<file path="config.mk">
export PLATFORM = sky130hd
export DESIGN_NAME = differential_thrust_mixer
export DESIGN_NICKNAME = d
export VERILOG_FILES = /design/src/dtm_pkg.sv /design/src/dtm_state.sv /design/src/dtm_mix.sv /design/src/differential_thrust_mixer.sv
export VERILOG_INCLUDE_DIRS = /design/src /design/src/src
export SDC_FILE = /design/constraint.sdc
export NUM_CORES = 1
export LEC_CHECK = 0
export ABC_AREA = 1
export BUFFER_PORTS_ARGS = -buffer_cell sky130_fd_sc_hd__buf_2
export CORE_MARGIN = 4
export CORE_UTILIZATION = 48
export DETAILED_ROUTE_END_ITERATION = 16
export MAX_ROUTING_LAYER = met4
export PLACE_DENSITY = 0.73
export SYNTH_ARGS = -nofsm -noshare
export SYNTH_HDL_FRONTEND = slang
export SYNTH_SLANG_ARGS = --single-unit
</file>
<file path="constraint.sdc">
create_clock -name clk -period 10.7 [get_ports clk]
set_input_delay 1.605 -clock clk [delete_from_list [all_inputs] [get_ports clk]]
set_output_delay 1.605 -clock clk [all_outputs]
set_load 0.005 [all_outputs]
</file>
<file path="src/assert_macros.svh">
// assertion macros shared by the rtl
`ifndef ASSERT_MACROS_SVH
`define ASSERT_MACROS_SVH

// checked while out of reset
`define DTM_ASSERT(lbl, prop, msg) \
  lbl: assert property (@(posedge clk) disable iff (!rst_n) prop) else $error(msg);

// checked at every edge, reset included
`define DTM_ASSERT_ALWAYS(lbl, prop, msg) \
  lbl: assert property (@(posedge clk) prop) else $error(msg);

`endif

</file>
<file path="src/dtm_pkg.sv">
`default_nettype none
package dtm_pkg;

  localparam int AGE_WIDTH_DEF = 16;
  localparam int TIMEOUT_W     = 16;
  localparam int SIDE_DIFF_W   = 8;
  localparam int DRIVE_W       = 8;
  localparam int CFG_DATA_W    = 16;
  localparam int CFG_IDX_W     = 2;
  // wide enough for the cross-saturating shifts
  localparam int MIX_W         = 12;

  localparam logic [TIMEOUT_W-1:0]   TIMEOUT_RST   = TIMEOUT_W'(6);
  localparam logic [SIDE_DIFF_W-1:0] SIDE_DIFF_RST = SIDE_DIFF_W'(50);

  localparam logic signed [MIX_W-1:0] DRIVE_MAX = MIX_W'(100);
  localparam logic signed [MIX_W-1:0] DRIVE_MIN = -MIX_W'(100);

  // request kinds
  localparam logic [1:0] KIND_THRUST = 2'd0;
  localparam logic [1:0] KIND_RUDDER = 2'd1;
  localparam logic [1:0] KIND_TICK   = 2'd2;

  // config register indexes
  localparam logic [CFG_IDX_W-1:0] CFG_NEW_MODE  = CFG_IDX_W'(0);
  localparam logic [CFG_IDX_W-1:0] CFG_TIMEOUT   = CFG_IDX_W'(1);
  localparam logic [CFG_IDX_W-1:0] CFG_SIDE_DIFF = CFG_IDX_W'(2);

  typedef struct packed {
    logic [1:0]               kind;
    logic signed [DRIVE_W-1:0] command_value;
  } in_payload_t;

  typedef struct packed {
    logic signed [DRIVE_W-1:0] left_drive;
    logic signed [DRIVE_W-1:0] right_drive;
    logic                      timed_out;
  } out_payload_t;

  // command levels and freshness captured when a tick is taken
  typedef struct packed {
    logic signed [DRIVE_W-1:0] thrust;
    logic signed [DRIVE_W-1:0] rudder;
    logic                      stale;
  } snap_t;

  function automatic logic signed [DRIVE_W-1:0] clamp_drive(
    input logic signed [MIX_W-1:0] v
  );
    logic signed [MIX_W-1:0] c;
    c = v;
    if (v > DRIVE_MAX) c = DRIVE_MAX;
    if (v < DRIVE_MIN) c = DRIVE_MIN;
    return c[DRIVE_W-1:0];
  endfunction

endpackage
`default_nettype wire

</file>
<file path="src/dtm_state.sv">
`default_nettype none
module dtm_state #(
  parameter int AGE_WIDTH = dtm_pkg::AGE_WIDTH_DEF
) (
  input  wire logic                             clk,
  input  wire logic                             rst_n,
  input  wire logic                             req_acc,
  input  wire dtm_pkg::in_payload_t             req,
  input  wire logic [dtm_pkg::TIMEOUT_W-1:0]    timeout,
  output dtm_pkg::snap_t                        snap
);

  localparam int CMP_W = (AGE_WIDTH > dtm_pkg::TIMEOUT_W) ? AGE_WIDTH : dtm_pkg::TIMEOUT_W;
  localparam logic [AGE_WIDTH-1:0] AGE_SAT = {AGE_WIDTH{1'b1}};

  logic signed [dtm_pkg::DRIVE_W-1:0] thrust_r, thrust_nxt;
  logic signed [dtm_pkg::DRIVE_W-1:0] rudder_r, rudder_nxt;
  logic [AGE_WIDTH-1:0] thrust_age_r, thrust_age_nxt;
  logic [AGE_WIDTH-1:0] rudder_age_r, rudder_age_nxt;
  logic [CMP_W-1:0]     tmo_ext;

  always_comb begin
    thrust_nxt     = thrust_r;
    rudder_nxt     = rudder_r;
    thrust_age_nxt = thrust_age_r;
    rudder_age_nxt = rudder_age_r;
    if (req_acc) begin
      case (req.kind)
        dtm_pkg::KIND_THRUST: begin
          thrust_nxt     = req.command_value;
          thrust_age_nxt = '0;
        end
        dtm_pkg::KIND_RUDDER: begin
          rudder_nxt     = req.command_value;
          rudder_age_nxt = '0;
        end
        dtm_pkg::KIND_TICK: begin
          // ages saturate at all ones
          if (thrust_age_r != AGE_SAT) thrust_age_nxt = thrust_age_r + AGE_WIDTH'(1);
          if (rudder_age_r != AGE_SAT) rudder_age_nxt = rudder_age_r + AGE_WIDTH'(1);
        end
        default: ;
      endcase
    end
  end

  always_ff @(posedge clk) begin
    if (!rst_n) begin
      thrust_r     <= '0;
      rudder_r     <= '0;
      thrust_age_r <= AGE_SAT;
      rudder_age_r <= AGE_SAT;
    end else begin
      thrust_r     <= thrust_nxt;
      rudder_r     <= rudder_nxt;
      thrust_age_r <= thrust_age_nxt;
      rudder_age_r <= rudder_age_nxt;
    end
  end

  assign tmo_ext     = CMP_W'(timeout);
  assign snap.thrust = thrust_r;
  assign snap.rudder = rudder_r;
  assign snap.stale  = (CMP_W'(thrust_age_r) >= tmo_ext) || (CMP_W'(rudder_age_r) >= tmo_ext);

endmodule
`default_nettype wire

</file>
<file path="src/dtm_mix.sv">
`default_nettype none
module dtm_mix (
  input  wire dtm_pkg::snap_t                      snap,
  input  wire logic                                new_mode,
  input  wire logic [dtm_pkg::SIDE_DIFF_W-1:0]     side_lim,
  output dtm_pkg::out_payload_t                    res
);

  localparam int DW = dtm_pkg::DRIVE_W;
  localparam int MW = dtm_pkg::MIX_W;

  logic signed [MW-1:0]   l_raw, r_raw, l_x, r_x;
  logic signed [DW-1:0]   left_c, right_c, left_f, right_f;
  logic signed [DW:0]     diff;
  logic [DW:0]            diff_abs;
  logic signed [DW+1:0]   lim_s, left_m, right_m;

  always_comb begin
    l_raw = MW'(snap.thrust) + MW'(snap.rudder);
    r_raw = MW'(snap.thrust) - MW'(snap.rudder);

    // move the excess of one side onto the other
    l_x = l_raw;
    r_x = r_raw;
    if (l_raw > dtm_pkg::DRIVE_MAX) r_x = r_x - (l_raw - dtm_pkg::DRIVE_MAX);
    if (l_raw < dtm_pkg::DRIVE_MIN) r_x = r_x - (l_raw - dtm_pkg::DRIVE_MIN);
    if (r_x > dtm_pkg::DRIVE_MAX) l_x = l_x - (r_x - dtm_pkg::DRIVE_MAX);
    if (r_x < dtm_pkg::DRIVE_MIN) l_x = l_x - (r_x - dtm_pkg::DRIVE_MIN);

    if (new_mode) begin
      left_c  = dtm_pkg::clamp_drive(l_x);
      right_c = dtm_pkg::clamp_drive(r_x);
    end else begin
      left_c  = dtm_pkg::clamp_drive(l_raw);
      right_c = dtm_pkg::clamp_drive(r_raw);
    end

    // side difference limit, new mode only
    diff     = (DW+1)'(left_c) - (DW+1)'(right_c);
    diff_abs = diff[DW] ? (DW+1)'(-diff) : diff;
    lim_s    = $signed({2'b00, side_lim});
    left_m   = (DW+2)'(right_c) - lim_s;
    right_m  = (DW+2)'(left_c) - lim_s;
    left_f   = left_c;
    right_f  = right_c;
    if (new_mode && (diff_abs > {1'b0, side_lim})) begin
      if (left_c > right_c) right_f = right_m[DW-1:0];
      else                  left_f  = left_m[DW-1:0];
    end

    res.left_drive  = snap.stale ? '0 : left_f;
    res.right_drive = snap.stale ? '0 : right_f;
    res.timed_out   = snap.stale;
  end

endmodule
`default_nettype wire

</file>
<file path="src/differential_thrust_mixer.sv">
// differential thrust mixer: takes thrust, rudder and tick requests on in_data and answers
// each tick with one result of left and right drive in percent (-100..100) plus a timeout
// flag; thrust and rudder requests only update the held command and give no result. a
// request is taken every cycle when the result side keeps up, and a tick's result goes
// through the capture register, which holds the command snapshot while the mix logic
// works out the drive, and then the result register, which drives out_valid and holds
// while out_ready is low. the command ages count ticks and saturate; a tick with either
// age at or above timeout_ticks sends zero drive with timed_out set. config registers
// (0 new_style_mode, 1 timeout_ticks, 2 max_side_diff) are written through
// cfg_we/cfg_index/cfg_wdata; they must be written while no result is pending, which
// the block itself does not enforce.
`default_nettype none
`include "assert_macros.svh"
module differential_thrust_mixer #(
  parameter int AGE_WIDTH = dtm_pkg::AGE_WIDTH_DEF
) (
  input  wire logic                              clk,
  input  wire logic                              rst_n,
  // request channel
  input  wire logic                              in_valid,
  output      logic                              in_ready,
  input  wire dtm_pkg::in_payload_t              in_data,
  // result channel
  output      logic                              out_valid,
  input  wire logic                              out_ready,
  output      dtm_pkg::out_payload_t             out_data,
  // config write port
  input  wire logic                              cfg_we,
  input  wire logic [dtm_pkg::CFG_IDX_W-1:0]     cfg_index,
  input  wire logic [dtm_pkg::CFG_DATA_W-1:0]    cfg_wdata
);

  // config registers
  logic                                new_mode_r;
  logic [dtm_pkg::TIMEOUT_W-1:0]       timeout_r;
  logic [dtm_pkg::SIDE_DIFF_W-1:0]     side_lim_r;

  // capture stage and result register
  dtm_pkg::snap_t        snap_now, snap_r;
  logic                  cap_vld_r, cap_vld_nxt;
  dtm_pkg::out_payload_t mix_res, out_data_r;
  logic                  out_vld_r, out_vld_nxt;

  logic req_acc, tick_acc, cap_adv;

  always_ff @(posedge clk) begin
    if (!rst_n) begin
      new_mode_r <= 1'b0;
      timeout_r  <= dtm_pkg::TIMEOUT_RST;
      side_lim_r <= dtm_pkg::SIDE_DIFF_RST;
    end else if (cfg_we) begin
      unique case (cfg_index)
        dtm_pkg::CFG_NEW_MODE:  new_mode_r <= cfg_wdata[0];
        dtm_pkg::CFG_TIMEOUT:   timeout_r  <= cfg_wdata[dtm_pkg::TIMEOUT_W-1:0];
        dtm_pkg::CFG_SIDE_DIFF: side_lim_r <= cfg_wdata[dtm_pkg::SIDE_DIFF_W-1:0];
        default: ;
      endcase
    end
  end

  // capture advances when the result register is free or being drained
  assign cap_adv  = cap_vld_r && (!out_vld_r || out_ready);
  assign in_ready = !cap_vld_r || cap_adv;
  assign req_acc  = in_valid && in_ready;
  assign tick_acc = req_acc && (in_data.kind == dtm_pkg::KIND_TICK);

  // held commands and their ages, snapshot is taken before this tick ages them
  dtm_state #(
    .AGE_WIDTH (AGE_WIDTH)
  ) u_state (
    .clk     (clk),
    .rst_n   (rst_n),
    .req_acc (req_acc),
    .req     (in_data),
    .timeout (timeout_r),
    .snap    (snap_now)
  );

  always_comb begin
    cap_vld_nxt = cap_vld_r;
    if (cap_adv)  cap_vld_nxt = 1'b0;
    if (tick_acc) cap_vld_nxt = 1'b1;
    out_vld_nxt = out_vld_r;
    if (out_ready) out_vld_nxt = 1'b0;
    if (cap_adv)   out_vld_nxt = 1'b1;
  end

  always_ff @(posedge clk) begin
    if (!rst_n) begin
      cap_vld_r <= 1'b0;
      out_vld_r <= 1'b0;
    end else begin
      cap_vld_r <= cap_vld_nxt;
      out_vld_r <= out_vld_nxt;
    end
  end

  always_ff @(posedge clk) begin
    if (tick_acc) snap_r <= snap_now;
    if (cap_adv)  out_data_r <= mix_res;
  end

  // arcade mix with optional cross saturation and side difference limit
  dtm_mix u_mix (
    .snap     (snap_r),
    .new_mode (new_mode_r),
    .side_lim (side_lim_r),
    .res      (mix_res)
  );

  assign out_valid = out_vld_r;
  assign out_data  = out_data_r;

  // terms used by the checks below
  logic stale_out, out_zero, drive_ok, pipe_idle;
  assign stale_out = out_vld_r && out_data_r.timed_out;
  assign out_zero  = (out_data_r.left_drive == '0) && (out_data_r.right_drive == '0);
  assign drive_ok  = (out_data_r.left_drive <= 8'sd100) && (out_data_r.left_drive >= -8'sd100)
                  && (out_data_r.right_drive <= 8'sd100)
                  && (out_data_r.right_drive >= -8'sd100);
  assign pipe_idle = !cap_vld_r && !out_vld_r;

  // a stale tick never drives the motors
  `DTM_ASSERT(a_stale_zero, stale_out |-> out_zero, "timeout result with nonzero drive")
  // drive stays inside the percent range
  `DTM_ASSERT(a_drive_range, out_vld_r |-> drive_ok, "drive out of range")
  // an accepted tick always lands in the capture stage
  `DTM_ASSERT(a_tick_captured, tick_acc |=> cap_vld_r, "tick lost at capture")
  // nothing pending right after reset
  `DTM_ASSERT_ALWAYS(a_reset_idle, !$past(rst_n) |-> pipe_idle, "pipeline busy after reset")

endmodule
`default_nettype wire

</file>
## After elaboration in Yosys (flattened, before gate mapping)

Cells that the tools add are included.

| storage, ports and cells | value |
|---|---|
| register bits after elaboration | 109 |
| output and inout port bits | 19 |
| word-level logic and storage cells | 100 |

| cells by class | value |
|---|---|
| add/sub/neg operators | 16 |
| $lt $le $gt $ge | 12 |
| eq/ne operators | 8 |
| multiplexer cells | 27 |
| reduce and logical (&&, ||, !) cells | 22 |

Operator list:

| operator | number |
|---|---|
| 8-bit two-way mux | 14 |
| 16-bit one-hot mux with 2 select lines | 2 |
| 12-bit two-way mux | 4 |
| 16-bit by 1-bit adder with 16-bit output, second input constant | 2 |
| 16-bit >= comparator | 2 |
| 16-bit two-way mux | 2 |
| 16-bit != test, second input constant | 2 |
| 12-bit by 8-bit greater-than comparator with 1-bit output, second input constant | 2 |
| 12-bit by 8-bit < comparator with 1-bit output, second input constant | 2 |
| 12-bit subtractor | 2 |
| 12-bit by 8-bit subtractor with 12-bit output, second input constant | 2 |
| 9-bit by 8-bit subtractor with 10-bit output, second input constant | 2 |
| 9-bit by 8-bit greater-than comparator with 1-bit output, second input constant | 2 |
| 9-bit by 8-bit < comparator with 1-bit output, second input constant | 2 |
| 8-bit by 8-bit subtractor with 9-bit output | 2 |
| 8-bit subtractor | 2 |
| 9-bit by 12-bit subtractor with 12-bit output | 1 |
| 9-bit by 10-bit subtractor with 11-bit output | 1 |
| 2-bit AND reduction | 5 |
| 8-bit by 8-bit adder with 9-bit output | 1 |
| 9-bit by 8-bit greater-than comparator with 1-bit output | 1 |
| 9-bit two-way mux | 1 |
| 9-bit negation | 1 |
| 8-bit greater-than comparator | 1 |
| other kinds (10) | 27 |

## Logic depth before layout (Yosys ltp)

| depth | value |
|---|---|
| depth in word-level cells | 21 |
| depth in mapped cells | 87 |
| gate-level depth less buffers | 85 |

## By module

Synthesis repeated with hierarchy kept, for this count alone.

| second synthesis, totals | value |
|---|---|
| cells, all modules | 1737 |
| area, all modules | 11652.4 um2 |

Modules (own cells, without submodules):

| module | instances | cells each | area each (um2) | seq. area each (um2) |
|---|---|---|---|---|
| dtm_mix | 1 | 1019 | 6089.6 | 0.0 |
| dtm_state | 1 | 514 | 3402.0 | 960.9 |
| differential_thrust_mixer | 1 | 204 | 2160.8 | 1561.5 |

## Worst setup path before layout

OpenSTA, ideal clock, no wires.

| timing | value |
|---|---|
| kind | register to register |
| start point | register snap_r[9] (netlist name) |
| end point | register out_data_r, in the netlist out_data[6], data pin |
| setup time | 256 ps |
| arrival | 10420 ps |
| path slack | 25 ps |
| cell stages (with the launch flop) | 77 |
| buffers on the path | 2 |
| clock period less this slack | 10675 ps |
| cell sequence | edfxtp_1 > inv_1 > ha_1 > inv_1 > fa_1 > xor2_1 > inv_1 > ha_1 > inv_1 > fa_1 > nand3_1 > nand2_1 > nand2_1 > nand2_1 > a21oi_1 > xor2_1 > o21ai_1 > ha_1 > [... 41 more ...] > xor2_1 > inv_1 > nand2_1 > xor2_1 > inv_1 > ha_1 > nand2_1 > nor3_1 > nor2_1 > o21ai_0 > a21oi_1 > o22ai_1 > nand2_1 > nor2_1 > inv_1 > clkbuf_1 > o211ai_1 > inv_1 |

| between the ends | value |
|---|---|
| cells in the longest elaborated chain, start to end | 21 |
| elaborated cells on any way between the ends | 41 |
| classes of those cells | add/sub (13); order compare (10); mux (17); reduce/logical (1) |

Ends and longest elaborated chain:

| item | RTL line | source |
|---|---|---|
| from (decl) | differential_thrust_mixer.sv:39 | `dtm_pkg::snap_t snap_now, snap_r;` |
| from (signal assigned) | differential_thrust_mixer.sv:99 | `if (tick_acc) snap_r <= snap_now;` |
| 8-bit by 8-bit adder with 9-bit output | dtm_mix.sv:19 | `l_raw = MW'(snap.thrust) + MW'(snap.rudder);` |
| 9-bit by 8-bit subtractor with 10-bit output | dtm_mix.sv:25 | `if (l_raw > dtm_pkg::DRIVE_MAX) r_x = r_x - (l_raw - dtm_pkg::DRIVE_MAX);` |
| 9-bit by 10-bit subtractor with 11-bit output | dtm_mix.sv:25 |  |
| 12-bit two-way mux | dtm_mix.sv:25 |  |
| 12-bit subtractor | dtm_mix.sv:26 | `if (l_raw < dtm_pkg::DRIVE_MIN) r_x = r_x - (l_raw - dtm_pkg::DRIVE_MIN);` |
| 12-bit two-way mux | dtm_mix.sv:26 |  |
| 12-bit by 8-bit subtractor with 12-bit output | dtm_mix.sv:27 | `if (r_x > dtm_pkg::DRIVE_MAX) l_x = l_x - (r_x - dtm_pkg::DRIVE_MAX);` |
| 9-bit by 12-bit subtractor with 12-bit output | dtm_mix.sv:27 |  |
| [... 5 more ...] | - |  |
| 8-bit two-way mux | dtm_pkg.sv:53 | `if (v < DRIVE_MIN) c = DRIVE_MIN;` |
| 8-bit two-way mux | dtm_mix.sv:30 | `if (new_mode) begin` |
| 8-bit by 8-bit subtractor with 9-bit output | dtm_mix.sv:39 | `diff = (DW+1)'(left_c) - (DW+1)'(right_c);` |
| 9-bit negation | dtm_mix.sv:40 | `diff_abs = diff[DW] ? (DW+1)'(-diff) : diff;` |
| 9-bit two-way mux | dtm_mix.sv:40 |  |
| 9-bit by 8-bit greater-than comparator with 1-bit output | dtm_mix.sv:46 | `if (new_mode && (diff_abs > {1'b0, side_lim})) begin` |
| 1-bit logical AND | dtm_mix.sv:46 |  |
| 8-bit two-way mux (*) | dtm_mix.sv:46 |  |
| to (signal assigned) | differential_thrust_mixer.sv:100 | `if (cap_adv) out_data_r <= mix_res;` |
| to (decl) | differential_thrust_mixer.sv:41 | `dtm_pkg::out_payload_t mix_res, out_data_r;` |

Every way passes the cells marked *; elsewhere a longest branch is shown, timed or not.
A chain may end at the register's enable or synchronous reset.

## Worst setup path in the final report

| timing | value |
|---|---|
| start point | register snap_r[1] (netlist name) |
| end point | register out_data_r, in the netlist out_data[1], data pin |

Same word-level chain as after synthesis.

==> insert_results.sql <==
INSERT INTO impl_metrics (metric_group, metric, value, unit) VALUES
('placed_design', 'place_congestion', '0.915', ''),
('layout', 'layout.cells.most_common_list', 'sky130_fd_sc_hd__nand2_1, sky130_fd_sc_hd__inv_1, sky130_fd_sc_hd__buf_4', ''),
('route', 'viasPerCell', '5.31', ''),
('route', 'drt_first_pass_iters', '6', ''),
('clock_network', 'tritoncts_num_sinks', '109', ''),
('route', 'postRouteAntennaNets', '0', ''),
('layout', 'nNetsFinal', '1987', ''),
('sta', 'worst_clock_skew', '0.0129', 'ns'),
('synth', 'syn-instance-count', '1551', ''),
('worst_setup_path', 'critical_path_buf_inv_count', '12', ''),
('pwr', 'vdd_drop_max', '0.000184', 'V'),
('route', 'via_count', '11100', ''),
('global_route', 'vias_in_the_first_global_route', '10300', ''),
('route', 'initialDrtViolationCount', '613', ''),
('outcome', 'status', 'finished clean', ''),
('global_route', 'grt_first_pass_wirelength', '47300', 'um'),
('sta', 'layout_worst_path_cycle_share', '0.995', ''),
('worst_setup_path', 'crit_path_arrival_time', '10.77', 'ns'),
('global_route', 'grt_antenna_before_repair', '0', ''),
('layout', 'drive_gt1_frac', '0.289', ''),
('worst_setup_path', 'critical_path.most_common_cell', 'sky130_fd_sc_hd__nand2_1', ''),
('pwr', 'cellLeakagePower', '7.14', 'nW'),
('synth', 'syn-mean-instance-area', '6.89', 'sq um'),
('sta', 'unrepaired_setup_endpoints_after_global_routing', 'yes', ''),
('route', 'routed_wire_length_per_instance', '14.6', 'um'),
('synth', 'register_area_share_after_synthesis', '0.236', ''),
('clock_network', 'cts_hold_repair.buffers', '0', ''),
('clock_network', 'clock_tree_buf_depth', '2', ''),
('global_route', 'grt_max_degree', '61', ''),
('synth', 'synth.distinct_cells', '55', ''),
('floorplan', 'die_span_in_y', '157', 'um'),
('clock_network', 'clock_tree_from_tritoncts', 'done', ''),
('sta', 'max_freq', '93.9', 'MHz'),
('pwr', 'internal_power', '1.89', 'mW'),
('worst_setup_path', 'timing.critical_path.slowest_cell_delay', '0.40', 'ns'),
('floorplan', 'die_x', '157', 'um'),
('clock_network', 'cts-htree-levels', '3', ''),
('sta', 'final_hold_violation_count', '0', ''),
('synth', 'async_reset_ff_frac', '0', ''),
('floorplan', 'fp-row-count', '54', ''),
('floorplan', 'die-area', '24700', 'sq um'),
('worst_setup_path', 'worst_setup_path_start_kind', 'flip-flop', ''),
('route', 'wl', '30500', 'um'),
('sta', 'timing.final.setup_violations', '0', ''),
('placed_design', 'dp_hpwl', '23100', 'um'),
('worst_setup_path', 'timing.critical_path.to_type', 'flip-flop', ''),
('floorplan', 'start_util', '0.488', ''),
('worst_setup_path', 'crit_type', 'reg -> reg', ''),
('pwr', 'power.clock.fraction', '0.102', ''),
('sta', 'worst_slew_margin_relative_to_its_limit', '0.135', ''),
('synth', 'synth.cell_area', '10700', 'sq um'),
('clock_network', 'clk_slew_on_worst_s_h_paths', '0.09', 'ns'),
('placed_design', 'port_buffers', '51', ''),
('sta', 'max_slew.worst_pin.slew', '1.28', 'ns'),
('global_route', 'overflow', '0', ''),
('clock_network', 'cts_inserted_buffers', '9', ''),
('layout', 'finalCoreUtilization', '0.639', ''),
('route', 'residual_drc', '0', ''),
('layout', 'num_antenna_cells', '0', ''),
('pwr', 'netSwitchingFraction', '0.464', ''),
('synth', 'ys_ff_latch', '109', ''),
('synth', 'synth_nets', '1740', ''),
('pwr', 'power_switching', '1.64', 'mW'),
('clock_network', 'clk_latency', '0.37', 'ns'),
('pwr', 'power_per_cell_area', '252', 'nW/um^2'),
('synth', 'synth_area_leaders', 'sky130_fd_sc_hd__ha_1, sky130_fd_sc_hd__dfxtp_1, sky130_fd_sc_hd__nand2_1', ''),
('clock_network', 'clock-root-buffer', 'sky130_fd_sc_hd__clkbuf_16', ''),
('pwr', 'share_comb_of_total_power', '0.765', ''),
('sta', 'final_max_slew_viol_count', '0', ''),
('synth', 'netlist.area_leader.share', '0.172', ''),
('run', 'max_cap_viol_count', '0', '');
[timing repair]
action                                  4_1_cts  5_1_grt
setup buffers                                 3       24
gates cloned                                  0        0
resized for setup                            48      170
endpoints found under the setup margin       16       16
pin swaps                                     9       74
hold endpoints to repair                      0        0
[sequential cells by signal, summed over array words and instances, names as in the netlist]
register              cells
side_lim_r                8
u_state.rudder_r          8
new_mode_r                1
out_valid                 1
u_state.rudder_age_r     16
u_state.thrust_r          8
out_data                 17
u_state.thrust_age_r     16
cap_vld_r                 1
timeout_r                16
snap_r                   17
[final cells by class]
type | count | area, sq um
inverter | 252 | 951
timing repair buffer | 269 | 1930
clock inverter | 7 | 86.3
sequential | 109 | 2520
tap | 280 | 350
multi-input combinational | 1157 | 7940
clock buffer | 9 | 225
fill | 1855 | 7900
[synth_stat cells (6+ instances only)]
master	n
sky130_fd_sc_hd__inv_1	239
sky130_fd_sc_hd__clkbuf_1	17
sky130_fd_sc_hd__nor2_2	6
sky130_fd_sc_hd__nand2_2	17
sky130_fd_sc_hd__o21a_1	11
sky130_fd_sc_hd__o211ai_1	11
sky130_fd_sc_hd__inv_2	12
sky130_fd_sc_hd__a21oi_1	117
sky130_fd_sc_hd__ha_1	147
sky130_fd_sc_hd__nor3_1	16
sky130_fd_sc_hd__nor2_1	118
sky130_fd_sc_hd__dfxtp_1	75
sky130_fd_sc_hd__o21ai_0	91
sky130_fd_sc_hd__nand4_1	7
sky130_fd_sc_hd__a21o_1	7
sky130_fd_sc_hd__xor2_1	41
sky130_fd_sc_hd__xnor2_1	13
sky130_fd_sc_hd__buf_4	6
sky130_fd_sc_hd__nand2_1	337
sky130_fd_sc_hd__fa_1	9
sky130_fd_sc_hd__nand3_1	123
sky130_fd_sc_hd__edfxtp_1	34
sky130_fd_sc_hd__o31ai_1	8
sky130_fd_sc_hd__o21ai_1	6
sky130_fd_sc_hd__or2_2	8
[stage by stage]
step                      power [mW]  hold slack [ns]  instance area (sq um)  instances  setup slack (ns)
after floorplan                 1.89            0.403                  10700       1551            0.0245
after global placement          2.57            0.409                  12500       2040           -0.0958
after detailed placement        2.62            0.414                  12500       2040            -0.596
after CTS                       3.07            0.431                  13100       2059           0.00631
after global routing            3.84            0.443                  14000       2083            -0.706
final                           3.53            0.431                  14000       2083            0.0548
[power by group through the flow]
stage,sequential (mW),combinational (mW),clock (mW)
finish,0.468,2.70,0.361
CTS,0.468,2.24,0.364
global placement,0.476,2.10,0
global route,0.471,2.99,0.379
floorplan,0.472,1.41,0
detailed placement,0.477,2.14,0
[final timing paths]
kind / startpoint / end / slack, ns / cells after the start
hold reg to reg: u_state.thrust_r[4] / snap_r[13] / 0.43 / 0
hold / removal: u_state.thrust_r[4] / snap_r[13] / 0.43 / 0
setup reg to reg: snap_r[1] / out_data[1] / 0.05 / 78
setup / recovery: snap_r[1] / out_data[1] / 0.05 / 78
[cells by family (layout without fill, tap and decap cells)]
logic type / count (synthesis) / count (layout) / synth area share
compound gates: 290 / 290 / 0.157
xor+xnor: 55 / 55 / 0.0468
fa+ha+maj: 156 / 156 / 0.189
buf+inv: 285 / 537 / 0.106
flops: 109 / 109 / 0.236
simple gates: 656 / 656 / 0.265
[per-layer routing]
layer | track usage | part of all wire | up-vias | wire length [um]
met5 | - | 0 | - | 0
met4 | 0.0647 | 0.022 | 0 | 669
met3 | 0.0245 | 0.044 | 59 | 1350
met2 | 0.406 | 0.49 | 272 | 15000
met1 | 0.303 | 0.44 | 5138 | 13400
li1 | - | - | 5592 | -
No activity file was read; power rests on OpenSTA's default activity.
